==> config.mk <==
export PLATFORM = sky130hd
export DESIGN_NAME = multi_servo_slew_ramp
export DESIGN_NICKNAME = d
export VERILOG_FILES = /design/src/rtl/msr_pkg.sv /design/src/rtl/msr_ram.sv /design/src/rtl/msr_ctrl.sv /design/src/rtl/msr_dp.sv /design/src/rtl/multi_servo_slew_ramp.sv
export SDC_FILE = /design/constraint.sdc
export NUM_CORES = 1
export LEC_CHECK = 0
export ABC_AREA = 1
export BUFFER_PORTS_ARGS = -buffer_cell sky130_fd_sc_hd__buf_2
export CAP_MARGIN = 20
export CORE_MARGIN = 3
export CORE_UTILIZATION = 35
export CTS_CLUSTER_SIZE = 28
export DETAILED_ROUTE_END_ITERATION = 7
export GPL_TIMING_DRIVEN = 0
export PLACE_DENSITY = 0.46
export SLEW_MARGIN = 10
export SYNTH_ARGS = -nofsm -noshare
export SYNTH_HDL_FRONTEND = slang
export SYNTH_SLANG_ARGS = --single-unit
==> constraint.sdc <==
create_clock -name clk -period 11 [get_ports clk]
set_input_delay 2.2 -clock clk [delete_from_list [all_inputs] [get_ports clk]]
set_output_delay 2.2 -clock clk [all_outputs]
set_load 0.01 [all_outputs]
==> src/rtl/msr_pkg.sv <==
// ----------------------------------------------------------------------------
// msr_pkg
// Shared types, constants and the angle-to-PWM table of the servo ramp block.
// ----------------------------------------------------------------------------
package msr_pkg;

	// Configuration register indexes.
	typedef enum logic [1:0] {
		CFG_MIN_ANGLE       = 2'd0,
		CFG_MAX_ANGLE       = 2'd1,
		CFG_STEP_ANGLE      = 2'd2,
		CFG_UPDATE_INTERVAL = 2'd3
	} cfg_reg_t;

	// Item operation codes.
	localparam logic OP_SET_TARGET = 1'b0;
	localparam logic OP_TICK       = 1'b1;

	localparam int          CFG_DATA_W        = 16;
	localparam logic [7:0]  ANGLE_RESET       = 8'd90;
	localparam logic [7:0]  MIN_ANGLE_RESET   = 8'd0;
	localparam logic [7:0]  MAX_ANGLE_RESET   = 8'd180;
	localparam logic [7:0]  STEP_ANGLE_RESET  = 8'd1;
	localparam logic [15:0] INTERVAL_RESET    = 16'd20;
	localparam logic [15:0] ELAPSED_MAX       = 16'hFFFF;

	// Commands from the controller to the datapath.
	typedef struct packed {
		logic load;       // latch the incoming item
		logic wr_target;  // clamp and store the latched target
		logic first;      // start a scan at channel zero
		logic rd;         // issue a state read for the next channel
		logic commit;     // write back the channel under scan
		logic flush;      // send the held result as the final one
	} msr_cmd_t;

	// Status from the datapath to the controller.
	typedef struct packed {
		logic due;         // channel under scan updates on this tick
		logic pend_valid;  // a result waits in the holding register
		logic out_free;    // the output register can take a result
		logic last_ch;     // channel under scan is the highest one
	} msr_stat_t;

	typedef logic [8:0] pwm_table_t [256];

	// Pulse width is 500 us plus angle * 2000 / 180 us, scaled to a 4096 count
	// period of 20 ms. Angles above 180 use the 180 degree value.
	function automatic pwm_table_t build_pwm_table();
		pwm_table_t tab;
		int         ang;
		int         pulse;
		int         cnt;
		for (int a = 0; a < 256; a++) begin
			ang   = (a > 180) ? 180 : a;
			pulse = 500 + (ang * 2000) / 180;
			cnt   = (pulse * 4096) / 20000;
			if (cnt > 511) begin
				cnt = 511;
			end
			tab[a] = 9'(cnt);
		end
		return tab;
	endfunction

	localparam pwm_table_t PWM_TABLE = build_pwm_table();

endpackage

==> src/rtl/msr_ram.sv <==
// ----------------------------------------------------------------------------
// msr_ram
// Generic single write port, single read port RAM with registered read data.
// ----------------------------------------------------------------------------
module msr_ram #(
	parameter int WIDTH = 8,
	parameter int DEPTH = 16
) (
	input  logic                                 clk,
	input  logic                                 we,
	input  logic [(DEPTH > 1 ? $clog2(DEPTH) : 1)-1:0] waddr,
	input  logic [WIDTH-1:0]                     wdata,
	input  logic                                 re,
	input  logic [(DEPTH > 1 ? $clog2(DEPTH) : 1)-1:0] raddr,
	output logic [WIDTH-1:0]                     rdata
);

	logic [WIDTH-1:0] mem_q [DEPTH];
	logic [WIDTH-1:0] rdata_q;

	always_ff @(posedge clk) begin
		if (we) begin
			mem_q[waddr] <= wdata;
		end
		if (re) begin
			rdata_q <= mem_q[raddr];
		end
	end

	assign rdata = rdata_q;

endmodule

==> src/rtl/msr_ctrl.sv <==
// ----------------------------------------------------------------------------
// msr_ctrl
// Sequencer of the servo ramp block: takes items, runs the channel scan of a
// tick and sends the final result of the scan.
// ----------------------------------------------------------------------------
module msr_ctrl (
	input  logic               clk,
	input  logic               arst_n,
	input  logic               in_valid,
	input  logic               op,
	output logic               in_stall,
	output msr_pkg::msr_cmd_t  cmd,
	input  msr_pkg::msr_stat_t st
);

	typedef enum logic [2:0] {
		IDLE_S,
		SET_S,
		PRIME_S,
		CALC_S,
		FLUSH_S
	} state_t;

	state_t state_q;
	state_t state_d;
	logic   commit_ok;

	// A due channel needs room for the result that it pushes out.
	assign commit_ok = !st.due || !st.pend_valid || st.out_free;

	always_comb begin
		cmd     = '0;
		state_d = state_q;
		case (state_q)
			IDLE_S: begin
				if (in_valid) begin
					cmd.load = 1'b1;
					state_d  = (op == msr_pkg::OP_TICK) ? PRIME_S : SET_S;
				end
			end
			SET_S: begin
				cmd.wr_target = 1'b1;
				state_d       = IDLE_S;
			end
			PRIME_S: begin
				cmd.first = 1'b1;
				cmd.rd    = 1'b1;
				state_d   = CALC_S;
			end
			CALC_S: begin
				if (commit_ok) begin
					cmd.commit = 1'b1;
					if (st.last_ch) begin
						state_d = FLUSH_S;
					end else begin
						cmd.rd = 1'b1;
					end
				end
			end
			FLUSH_S: begin
				if (!st.pend_valid) begin
					state_d = IDLE_S;
				end else if (st.out_free) begin
					cmd.flush = 1'b1;
					state_d   = IDLE_S;
				end
			end
			default: begin
				state_d = IDLE_S;
			end
		endcase
	end

	always_ff @(posedge clk or negedge arst_n) begin
		if (!arst_n) begin
			state_q <= IDLE_S;
		end else begin
			state_q <= state_d;
		end
	end

	assign in_stall = (state_q != IDLE_S);

	// A scan pauses partway only for lack of room: commits are refused only then.
	a_commit_when_room: assert property (@(posedge clk) disable iff (!arst_n)
		state_q == CALC_S && commit_ok |-> cmd.commit)
		else $error("scan held although the result had room");

	a_scan_ends_in_flush: assert property (@(posedge clk) disable iff (!arst_n)
		cmd.commit && st.last_ch |=> state_q == FLUSH_S)
		else $error("scan of the last channel did not end in flush");

	a_set_returns_idle: assert property (@(posedge clk) disable iff (!arst_n)
		state_q == SET_S |=> state_q == IDLE_S)
		else $error("target write did not return to idle");

endmodule

==> src/rtl/msr_dp.sv <==
// ----------------------------------------------------------------------------
// msr_dp
// Datapath of the servo ramp block: configuration registers, channel state
// memories, step and PWM logic, result holding and output registers.
// ----------------------------------------------------------------------------
module msr_dp #(
	parameter int CHANNELS = 16
) (
	input  logic                          clk,
	input  logic                          arst_n,
	input  msr_pkg::msr_cmd_t             cmd,
	output msr_pkg::msr_stat_t            st,
	input  logic [3:0]                    channel,
	input  logic signed [9:0]             angle_request,
	input  logic                          cfg_wr_en,
	input  logic [1:0]                    cfg_index,
	input  logic [msr_pkg::CFG_DATA_W-1:0] cfg_wdata,
	output logic                          out_valid,
	input  logic                          out_stall,
	output logic [3:0]                    out_channel,
	output logic [7:0]                    out_angle,
	output logic [8:0]                    pwm_count,
	output logic                          last
);

	localparam int IDX_W = (CHANNELS > 1) ? $clog2(CHANNELS) : 1;

	// Configuration registers.
	logic [7:0]  min_angle_q;
	logic [7:0]  max_angle_q;
	logic [7:0]  step_angle_q;
	logic [15:0] interval_q;

	always_ff @(posedge clk or negedge arst_n) begin
		if (!arst_n) begin
			min_angle_q  <= msr_pkg::MIN_ANGLE_RESET;
			max_angle_q  <= msr_pkg::MAX_ANGLE_RESET;
			step_angle_q <= msr_pkg::STEP_ANGLE_RESET;
			interval_q   <= msr_pkg::INTERVAL_RESET;
		end else if (cfg_wr_en) begin
			case (msr_pkg::cfg_reg_t'(cfg_index))
				msr_pkg::CFG_MIN_ANGLE:       min_angle_q  <= cfg_wdata[7:0];
				msr_pkg::CFG_MAX_ANGLE:       max_angle_q  <= cfg_wdata[7:0];
				msr_pkg::CFG_STEP_ANGLE:      step_angle_q <= cfg_wdata[7:0];
				msr_pkg::CFG_UPDATE_INTERVAL: interval_q   <= cfg_wdata[15:0];
				default: begin
				end
			endcase
		end
	end

	// Latched set-target item.
	logic [3:0]        item_ch_q;
	logic signed [9:0] item_req_q;
	logic              item_ok_q;

	always_ff @(posedge clk) begin
		if (cmd.load) begin
			item_ch_q  <= channel;
			item_req_q <= angle_request;
			item_ok_q  <= (int'(channel) < CHANNELS);
		end
	end

	// Clamp up to the low limit first, then down to the high limit.
	logic signed [9:0]  req_lo;
	logic [7:0]         tgt_clamped;
	logic [IDX_W+3:0]   item_ch_wide;
	logic [IDX_W-1:0]   tgt_waddr;

	always_comb begin
		req_lo = item_req_q;
		if (req_lo < $signed({2'b00, min_angle_q})) begin
			req_lo = $signed({2'b00, min_angle_q});
		end
		if (req_lo > $signed({2'b00, max_angle_q})) begin
			tgt_clamped = max_angle_q;
		end else begin
			tgt_clamped = req_lo[7:0];
		end
	end

	assign item_ch_wide = {{IDX_W{1'b0}}, item_ch_q};
	assign tgt_waddr    = item_ch_wide[IDX_W-1:0];

	// Scan index and read address.
	logic [IDX_W-1:0] idx_q;
	logic [IDX_W-1:0] rd_addr;

	assign rd_addr = cmd.first ? '0 : IDX_W'(idx_q + 1'b1);

	always_ff @(posedge clk) begin
		if (cmd.rd) begin
			idx_q <= rd_addr;
		end
	end

	// Valid bits stand for the reset value of entries never written.
	logic [CHANNELS-1:0] state_vld_q;
	logic [CHANNELS-1:0] tgt_vld_q;
	logic                tgt_we;

	assign tgt_we = cmd.wr_target && item_ok_q;

	always_ff @(posedge clk or negedge arst_n) begin
		if (!arst_n) begin
			state_vld_q <= '0;
			tgt_vld_q   <= '0;
		end else begin
			if (cmd.commit) begin
				state_vld_q[idx_q] <= 1'b1;
			end
			if (tgt_we) begin
				tgt_vld_q[tgt_waddr] <= 1'b1;
			end
		end
	end

	// Channel state: current angle in the upper byte, elapsed ticks below.
	logic [23:0] state_rdata;
	logic [23:0] state_wdata;
	logic [7:0]  tgt_rdata;

	msr_ram #(
		.WIDTH (24),
		.DEPTH (CHANNELS)
	) u_state_ram (
		.clk   (clk),
		.we    (cmd.commit),
		.waddr (idx_q),
		.wdata (state_wdata),
		.re    (cmd.rd),
		.raddr (rd_addr),
		.rdata (state_rdata)
	);

	msr_ram #(
		.WIDTH (8),
		.DEPTH (CHANNELS)
	) u_tgt_ram (
		.clk   (clk),
		.we    (tgt_we),
		.waddr (tgt_waddr),
		.wdata (tgt_clamped),
		.re    (cmd.rd),
		.raddr (rd_addr),
		.rdata (tgt_rdata)
	);

	// Step of the channel under scan.
	logic [7:0]  cur_rd;
	logic [7:0]  tgt_rd;
	logic [15:0] ela_rd;
	logic [15:0] ela_inc;
	logic        due;
	logic [7:0]  new_cur;

	assign cur_rd  = state_vld_q[idx_q] ? state_rdata[23:16] : msr_pkg::ANGLE_RESET;
	assign ela_rd  = state_vld_q[idx_q] ? state_rdata[15:0] : 16'd0;
	assign tgt_rd  = tgt_vld_q[idx_q] ? tgt_rdata : msr_pkg::ANGLE_RESET;
	assign ela_inc = (ela_rd == msr_pkg::ELAPSED_MAX) ? ela_rd : ela_rd + 16'd1;
	assign due     = (ela_inc >= interval_q);

	always_comb begin
		if (!due) begin
			new_cur = cur_rd;
		end else if (cur_rd < tgt_rd) begin
			new_cur = (step_angle_q >= 8'(tgt_rd - cur_rd)) ? tgt_rd
				: 8'(cur_rd + step_angle_q);
		end else if (cur_rd > tgt_rd) begin
			new_cur = (step_angle_q >= 8'(cur_rd - tgt_rd)) ? tgt_rd
				: 8'(cur_rd - step_angle_q);
		end else begin
			new_cur = cur_rd;
		end
	end

	assign state_wdata = {new_cur, due ? 16'd0 : ela_inc};

	// Results: one held back until the next due channel or the scan end
	// shows whether it is the last of the tick.
	logic             pend_valid_q;
	logic [IDX_W-1:0] pend_idx_q;
	logic [7:0]       pend_angle_q;
	logic [8:0]       pend_pwm_q;
	logic             out_valid_q;
	logic [IDX_W-1:0] out_idx_q;
	logic [7:0]       out_angle_q;
	logic [8:0]       out_pwm_q;
	logic             out_last_q;
	logic             out_free;
	logic             push_pend;
	logic             move_out;

	assign out_free  = !out_valid_q || !out_stall;
	assign push_pend = cmd.commit && due;
	assign move_out  = (push_pend && pend_valid_q) || cmd.flush;

	always_ff @(posedge clk or negedge arst_n) begin
		if (!arst_n) begin
			pend_valid_q <= 1'b0;
			out_valid_q  <= 1'b0;
		end else begin
			if (push_pend) begin
				pend_valid_q <= 1'b1;
			end else if (cmd.flush) begin
				pend_valid_q <= 1'b0;
			end
			if (move_out) begin
				out_valid_q <= 1'b1;
			end else if (!out_stall) begin
				out_valid_q <= 1'b0;
			end
		end
	end

	always_ff @(posedge clk) begin
		if (push_pend) begin
			pend_idx_q   <= idx_q;
			pend_angle_q <= new_cur;
			pend_pwm_q   <= msr_pkg::PWM_TABLE[new_cur];
		end
		if (move_out) begin
			out_idx_q   <= pend_idx_q;
			out_angle_q <= pend_angle_q;
			out_pwm_q   <= pend_pwm_q;
			out_last_q  <= cmd.flush;
		end
	end

	logic [IDX_W+3:0] out_idx_wide;

	assign out_idx_wide = {4'b0000, out_idx_q};
	assign out_valid    = out_valid_q;
	assign out_channel  = out_idx_wide[3:0];
	assign out_angle    = out_angle_q;
	assign pwm_count    = out_pwm_q;
	assign last         = out_last_q;

	assign st.due        = due;
	assign st.pend_valid = pend_valid_q;
	assign st.out_free   = out_free;
	assign st.last_ch    = (int'(idx_q) == CHANNELS - 1);

	a_no_overwrite: assert property (@(posedge clk) disable iff (!arst_n)
		move_out |-> out_free)
		else $error("result moved over a stalled output item");

	a_step_up_bounded: assert property (@(posedge clk) disable iff (!arst_n)
		cmd.commit && cur_rd < tgt_rd |-> new_cur >= cur_rd && new_cur <= tgt_rd)
		else $error("upward step left the range toward the target");

	a_step_down_bounded: assert property (@(posedge clk) disable iff (!arst_n)
		cmd.commit && cur_rd > tgt_rd |-> new_cur <= cur_rd && new_cur >= tgt_rd)
		else $error("downward step left the range toward the target");

endmodule

==> src/rtl/multi_servo_slew_ramp.sv <==
// ----------------------------------------------------------------------------
// multi_servo_slew_ramp
// Multi-channel servo ramp controller with PWM count results.
// ----------------------------------------------------------------------------
// Input channel (in_valid/in_stall): an item with op 0 sets the target angle
// of one channel, clamped to min_angle and then max_angle; it gives no result.
// An item with op 1 is a one millisecond tick: every channel counts it, and
// each channel whose count reaches update_interval steps its angle toward its
// target and gives one result, in ascending channel order, the final one
// marked by last.
// A tick primes a read of the state memory's registered read port, then scans
// one channel a cycle through that port while the receiver does not stall,
// and then sends the final result.
// One item is worked on at a time; in_stall is high until it is done.
// Output channel (out_valid/out_stall): results sit in an output register;
// a stall holds it and pauses the scan only when a further result is ready.
// Configuration (cfg_wr_en, cfg_index, cfg_wdata) is to be written only while idle; the block does not enforce this.
// Reset sets every channel's angle and target to 90 degrees, clears the tick
// counts and loads the register reset values; no clearing pass is needed.
// ----------------------------------------------------------------------------
module multi_servo_slew_ramp #(
	parameter int CHANNELS = 16
) (
	input  logic                          clk,
	input  logic                          arst_n,
	input  logic                          in_valid,
	output logic                          in_stall,
	input  logic                          op,
	input  logic [3:0]                    channel,
	input  logic signed [9:0]             angle_request,
	output logic                          out_valid,
	input  logic                          out_stall,
	output logic [3:0]                    out_channel,
	output logic [7:0]                    out_angle,
	output logic [8:0]                    pwm_count,
	output logic                          last,
	input  logic                          cfg_wr_en,
	input  logic [1:0]                    cfg_index,
	input  logic [msr_pkg::CFG_DATA_W-1:0] cfg_wdata
);

	msr_pkg::msr_cmd_t  cmd;
	msr_pkg::msr_stat_t st;

	msr_ctrl u_ctrl (
		.clk      (clk),
		.arst_n   (arst_n),
		.in_valid (in_valid),
		.op       (op),
		.in_stall (in_stall),
		.cmd      (cmd),
		.st       (st)
	);

	msr_dp #(
		.CHANNELS (CHANNELS)
	) u_dp (
		.clk           (clk),
		.arst_n        (arst_n),
		.cmd           (cmd),
		.st            (st),
		.channel       (channel),
		.angle_request (angle_request),
		.cfg_wr_en     (cfg_wr_en),
		.cfg_index     (cfg_index),
		.cfg_wdata     (cfg_wdata),
		.out_valid     (out_valid),
		.out_stall     (out_stall),
		.out_channel   (out_channel),
		.out_angle     (out_angle),
		.pwm_count     (pwm_count),
		.last          (last)
	);

endmodule

==> metrics, run 1 <==
Detailed Route WL=roughly 110000 um; Slew @ Worst Pin=1.24 ns; antenna-violating nets left=0; dpl ws=1.96 ns; most frequent cells after synthesis=edfxtp_1 (605), nor2_1 (453), o21ai_0 (445); mux cell area share after synthesis=0%; GRT overflow=0; largest area contributor in the synthesized netlist=edfxtp_1; Post-synth EDFFs=605; Syn Inst Count=between 2000 and 3000; Main synth FF type=edfxtp_1; Max Cap Violations=0; global-route wire length before repair=155000 um; top-area cell type share of the netlist area=roughly 58%; type of origin of the critical path=flip-flop; synth unique cells=49; Synth Area in Simple Gates=13.4%; post-synthesis compound-gate area fraction=12.7%; Clock transition at path regs=~0.070 ns; fill count=8487; CTS tree=done; critical path class=flip-flop to flip-flop; Hold Buf Count CTS=0; RD Place Congestion=about 0.88; xor/xnor share of the synthesized area=less than 1%; Rows=109; clk_skew=0.0342 ns; endpoints failing hold=0; largest family of logic cells by synthesized area=simple AND/OR/NAND/NOR gates; post-synthesis to final-layout area growth=16.5%; Yosys reg bits=about 680; Post-DP HPWL=75800 um; Setup crit end kind=flip-flop; Setup violations, final=0; H-tree Lvls=3; Async SR Flop Fraction=a little under an eighth; synthesized area=0.0313 mm^2; initial antenna violation count=2; CTS sink cnt=682; CP most frequent cell=nand2_1; vias in the first global route=23000; port bufs=61; main area contributors after synthesis=edfxtp_1 (58%), o21ai_0 (7.1%), dfrtp_1 (5.6%); max_slew headroom=17.0%; Residual DRC=0; final period utilization=78.9%; fin. max-slew vios=0; Die Wd=305 um; Die ar.=0.0931 mm^2; Core Area=roughly 0.089 mm^2; number of buffers added for setup after CTS=0; Vias=23500; Adder-Cell Fraction of Synth Area=about 4.2%; CP Buf/Inv Count=7; die extent in y=305 um; drt wl/cell=24.7 um; Peak Freq=roughly 120 MHz; share of cells above drive strength 1=10.4%; Final min period=~8.7 ns; initial drt markers=roughly 2100; pin count of the biggest net entering global routing=64; Root Driver=clkbuf_16; synthesis warning total=0; crit-path max cell delay=0.56 ns; CP max-delay cell=ha_1; vias per cell=5.43; NumNets Final=3237; Register Area=about 0.020 mm^2; RSZ-0062 raised after global routing=false; first drt pass iteration count=6; CP required=11.34 ns; Worst Path Arrival=9.02 ns; post_cts resized=0; status=completed; hold crit path type=flip-flop to flip-flop; register area share after synthesis=64.2%; Ports=62; Post-Syn Area per Cell=10.7 um^2; worst-skew pair later-pin latency=0.64 ns; Worst Slack Setup Final=2.32 ns; Global Route Usage Sum=22.5%; number of buffers created by CTS=77; most frequent cell after synthesis=edfxtp_1; Syn Nets=3058; multi-input logic area=0.00995 mm^2; Worst Path Max Fanout=11; CP top delay family=simple AND/OR/NAND/NOR gates; Starting Density=a little over a third; Longest Clk Path Bufs=3
==> sequential cells by signal, indices dropped and copies added, names as in the netlist, 3 cells and up <==
signal                  cells
u_dp.u_state_ram.mem_q    384
u_dp.u_tgt_ram.mem_q      128
u_dp.u_state_ram.rdata     24
u_dp.interval_q            16
u_dp.state_vld_q           16
u_dp.tgt_vld_q             16
u_dp.item_req_q            10
u_dp.pend_pwm_q             9
u_dp.pwm_count              9
u_dp.max_angle_q            8
u_dp.min_angle_q            8
u_dp.out_angle              8
u_dp.pend_angle_q           8
u_dp.step_angle_q           8
u_dp.u_tgt_ram.rdata        8
u_dp.idx_q                  4
u_dp.item_ch_q              4
u_dp.out_channel            4
u_dp.pend_idx_q             4
u_ctrl.state_q              3
==> cell type report <==
type / instances / share of cell area [%]
diodes: 1 / 0.00686
plain buffers: 139 / 1.73
clock buffers: 97 / 5.66
clock inverters: 42 / 1.14
inverters: 218 / 2.24
multi-input cells: 1878 / 27.3
flip-flops and latches: 682 / 55.1
well taps: 1165 / 4.00
repair buffers: 100 / 2.80
==> metrics by stage <==
stage / setup TNS (ns) / instance area, um^2 / util, % / instances / hold WS (ns)
after floorplan: 0 / 31300 / - / 2917 / 0.400
final: 0 / 36500 / 41.2 / 4322 / 0.408
after detailed placement: 0 / 33900 / 38.3 / 4179 / 0.405
after global routing: 0 / 36500 / 41.2 / 4321 / 0.424
after global placement: -15.65 / 33100 / 37.4 / 4143 / 0.403
after CTS: 0 / 36400 / 41.1 / 4318 / 0.415
==> cells in the final DEF (no fill, tap or decap), drive strengths merged <==
cell | netlist | routed
o221ai | 5 | 5
diode | 0 | 1
inv | 216 | 219
xnor2 | 1 | 1
ha | 99 | 99
nor2 | 461 | 461
or2 | 4 | 4
nand4 | 13 | 13
a21oi | 76 | 76
nor3b | 1 | 1
bufinv | 0 | 6
nor4 | 4 | 4
a31oi | 5 | 5
clkinvlp | 0 | 4
nand2 | 394 | 394
clkbuf | 116 | 214
nand3b | 1 | 1
o21bai | 1 | 1
fa | 4 | 4
o211a | 1 | 1
nand3 | 111 | 111
o22ai | 153 | 153
o21ai | 470 | 470
nor3 | 23 | 23
xor2 | 28 | 28
o211ai | 9 | 9
o2111ai | 2 | 2
clkinv | 2 | 31
and3 | 1 | 1
o21a | 1 | 1
a22oi | 1 | 1
edfxtp | 605 | 605
dfrtp | 70 | 70
buf | 23 | 122
a21o | 2 | 2
o31ai | 3 | 3
a211oi | 4 | 4
dfstp | 7 | 7
==> layer usage <==
| metal | wire length [um] | GRT usage [%] |
|---|---|---|
| met5 | 0 | 0 |
| met3 | 6830 | 2.81 |
| met4 | 3090 | 6.86 |
| met1 | 46600 | 31.0 |
| met2 | 50400 | 37.2 |
==> worst paths after layout <==
check / from / to / slack, ns / depth (start not counted)
hold reg to reg: u_dp.pend_angle_q[2]$_DFFE_PP_ / u_dp.out_angle[2]$_DFFE_PP_ / 0.41 / 0
hold / removal: u_dp.pend_angle_q[2]$_DFFE_PP_ / u_dp.out_angle[2]$_DFFE_PP_ / 0.41 / 0
setup reg to reg: u_dp.idx_q[0]$_DFFE_PP_ / u_dp.pend_pwm_q[2]$_DFFE_PP_ / 2.32 / 42
setup / recovery: u_dp.idx_q[0]$_DFFE_PP_ / u_dp.pend_pwm_q[2]$_DFFE_PP_ / 2.32 / 42
max in group asynchronous: arst_n / u_dp.interval_q[4]$_DFFE_PN1P_ / 8.91 / 2
min in group asynchronous: arst_n / u_dp.tgt_vld_q[2]$_DFFE_PN0P_ / 1.43 / 1
==> cells by family (layout without fill, tap and decap cells) <==
logic type	count (synthesis)	in the layout
compound gates	733	733
fa+ha+maj	103	103
simple gates	1013	1013
other cells	0	1
xor+xnor	29	29
buf+inv	357	596
flops	682	682
Power of run 1 is not shown: default switching activity piles up to over one toggle a cycle in this logic, so the estimate is an artifact.
==> inputs of run 2 (changes only) <==
--- a/config.mk
+++ b/config.mk
@@ -13,7 +13,7 @@
 export CTS_CLUSTER_SIZE = 28
 export DETAILED_ROUTE_END_ITERATION = 7
 export GPL_TIMING_DRIVEN = 0
-export PLACE_DENSITY = 0.46
+export PLACE_DENSITY = 0.47
 export SLEW_MARGIN = 10
 export SYNTH_ARGS = -nofsm -noshare
 export SYNTH_HDL_FRONTEND = slang
==> constraint.sdc (replaced) <==
create_clock -name clk -period 7.1 [get_ports clk]
set_input_delay 1.42 -clock clk [delete_from_list [all_inputs] [get_ports clk]]
set_output_delay 1.42 -clock clk [all_outputs]
set_load 0.01 [all_outputs]
==> run 2 against run 1 <==
Routed wire length down 0.14%. Critical path type unchanged. Largest cell class unchanged. Global-route usage up 0.11 points. Critical path depth down 5.
==> metrics, run 2 (synthesis results as in run 1) <==
Starting Density=a little over a third; commonest non-fill, non-tap cell in the layout=edfxtp_1; RSZ-0062 raised after global routing=true; type of origin of the critical path=flip-flop; worst-skew pair later-pin latency=between 0.6 and 0.7 ns; vias per cell=5.40; Global Route Usage Sum=22.6%; Root Driver=clkbuf_16; port bufs=61; CP top delay family=simple AND/OR/NAND/NOR gates; dpl ws=-2.01 ns; Core Area=between 0.08 and 0.09 mm^2; endpoints failing hold=0; global-route wire length before repair=between 150000 and 200000 um; share of cells above drive strength 1=between 10% and 20%; crit-path max cell delay=0.51 ns; Clock transition at path regs=0.06 ns; max FFs per register=~380; hold crit path type=flip-flop to flip-flop; Ports=between 60 and 70; min-delay src=u_dp.pend_pwm_q[7]$_SDFFCE_PN1P_; Post-DP HPWL=75200 um; RD Place Congestion=approximately 0.92; number of buffers created by CTS=77; initial drt markers=2217; fin. max-slew vios=0; Residual DRC=0; vias in the first global route=23300; Final min period=around 6.7 ns; initial antenna violation count=5; Die ar.=a little over 0.09 mm^2; post-synthesis to final-layout area growth=18.9%; Worst Path Arrival=7.09 ns; Non-Filler Instances=4357; crit path launch=u_dp.idx_q[0]$_DFFE_PP_; clk_skew=0.0225 ns; first drt pass iteration count=7; die extent in y=roughly 310 um; fill count=8436; CP max-delay cell=edfxtp_1; CP most frequent cell=nand2_1; max_slew headroom=23.1%; Vias=23500; pin count of the biggest net entering global routing=62; Antenna Cells=0; Post-Place Cells=4176; Max Cap Violations=0; Reg-to-Reg Start=u_dp.idx_q[0]$_DFFE_PP_; Final Util=42.0%; commonest cells after routing, fill and taps aside=edfxtp_1 (605), o21ai_0 (433), nor2_1 (420); Worst Path Max Fanout=24; status=completed; Slew @ Worst Pin=between 1 and 1.5 ns; CP Buf/Inv Count=9; GRT overflow=0; Setup crit end kind=flip-flop; Longest Clk Path Bufs=3; CP required=between 7 and 8 ns; Die Wd=305 um; Worst Slack Setup Final=0.373 ns; critical path class=flip-flop to flip-flop; drt wl/cell=24.5 um; Detailed Route WL=between 100000 and 150000 um; Largest Register=u_dp.u_state_ram.mem_q; Peak Freq=149 MHz; final period utilization=between 90% and 100%; NumNets Final=3273; CTS tree=done; antenna-violating nets left=0; H-tree Lvls=3; CTS sink cnt=about 700; Rows=~110; setup TNS=0 ns; Setup violations, final=0
run 2: changes by cell type in the layout (fill, tap and decap cells not counted), sizes merged:
cell | previous run | this run
buf | 122 | 156
bufinv | 6 | 8
clkbuf | 214 | 217
clkinv | 31 | 25
clkinvlp | 4 | 6
diode | 1 | 0
inv | 219 | 218
nand2 | 394 | 396
run 2: worst paths after layout:
path | end | slack (ns) | depth (start not counted)
max reg2reg | u_dp.pend_pwm_q[2]$_DFFE_PP_ | 0.37 | 37
max in group asynchronous | u_dp.interval_q[4]$_DFFE_PN1P_ | 5.79 | 2
max | u_dp.pend_pwm_q[2]$_DFFE_PP_ | 0.37 | 37
min | u_dp.pwm_count[7]$_DFFE_PP_ | 0.41 | 0
min reg2reg | u_dp.pwm_count[7]$_DFFE_PP_ | 0.41 | 0
min in group asynchronous | u_dp.tgt_vld_q[3]$_DFFE_PN0P_ | 0.65 | 1
run 2: repair_timing:
item / CTS / global route
gates cloned: 2 / 0
buffers inserted: 26 / 13
endpoints found under the setup margin: 833 / 627
pin swaps: 15 / 5
resized for setup: 42 / 27
hold buffers: 0 / 0
run 2: through the flow:
step	hold slack, ns	area, um^2
after CTS	0.416	37000
after floorplan	0.400	31300
after global routing	0.424	37200
final	0.413	37200
after detailed placement	0.405	33900
after global placement	0.402	33100
run 2: layout make-up:
cell class              count  area (um^2)  share of cell area (%)
clock inverters            39          455                    1.22
repair buffers            134         1430                    3.83
flip-flops and latches    682        20100                    54.0
well taps                1165         1460                    3.92
plain buffers             139          646                    1.73
inverters                 218          840                    2.26
clock buffers             100         2100                    5.66
multi-input cells        1880        10200                    27.4
run 2: layer usage:
metal / share of wire (%) / global-route usage [%] / vias to the layer above
met1: 43 / 30.6 / 11700
li1: - / - / 10700
met4: 2.8 / 6.69 / 2
met3: 6.9 / 3.86 / 178
met2: 47 / 37.4 / 876
met5: 0.012 / 0 / -
run 2: worst reg2reg max path: cells and delay by family (launching register included):
kind / cells / cell delay [ns]
compound gates: 4 / 1.15
simple gates: 22 / 2.46
buf+inv: 9 / 1.82
flops: 1 / 0.51
fa+ha+maj: 2 / 0.53
Power of run 2 is left out for the same reason.
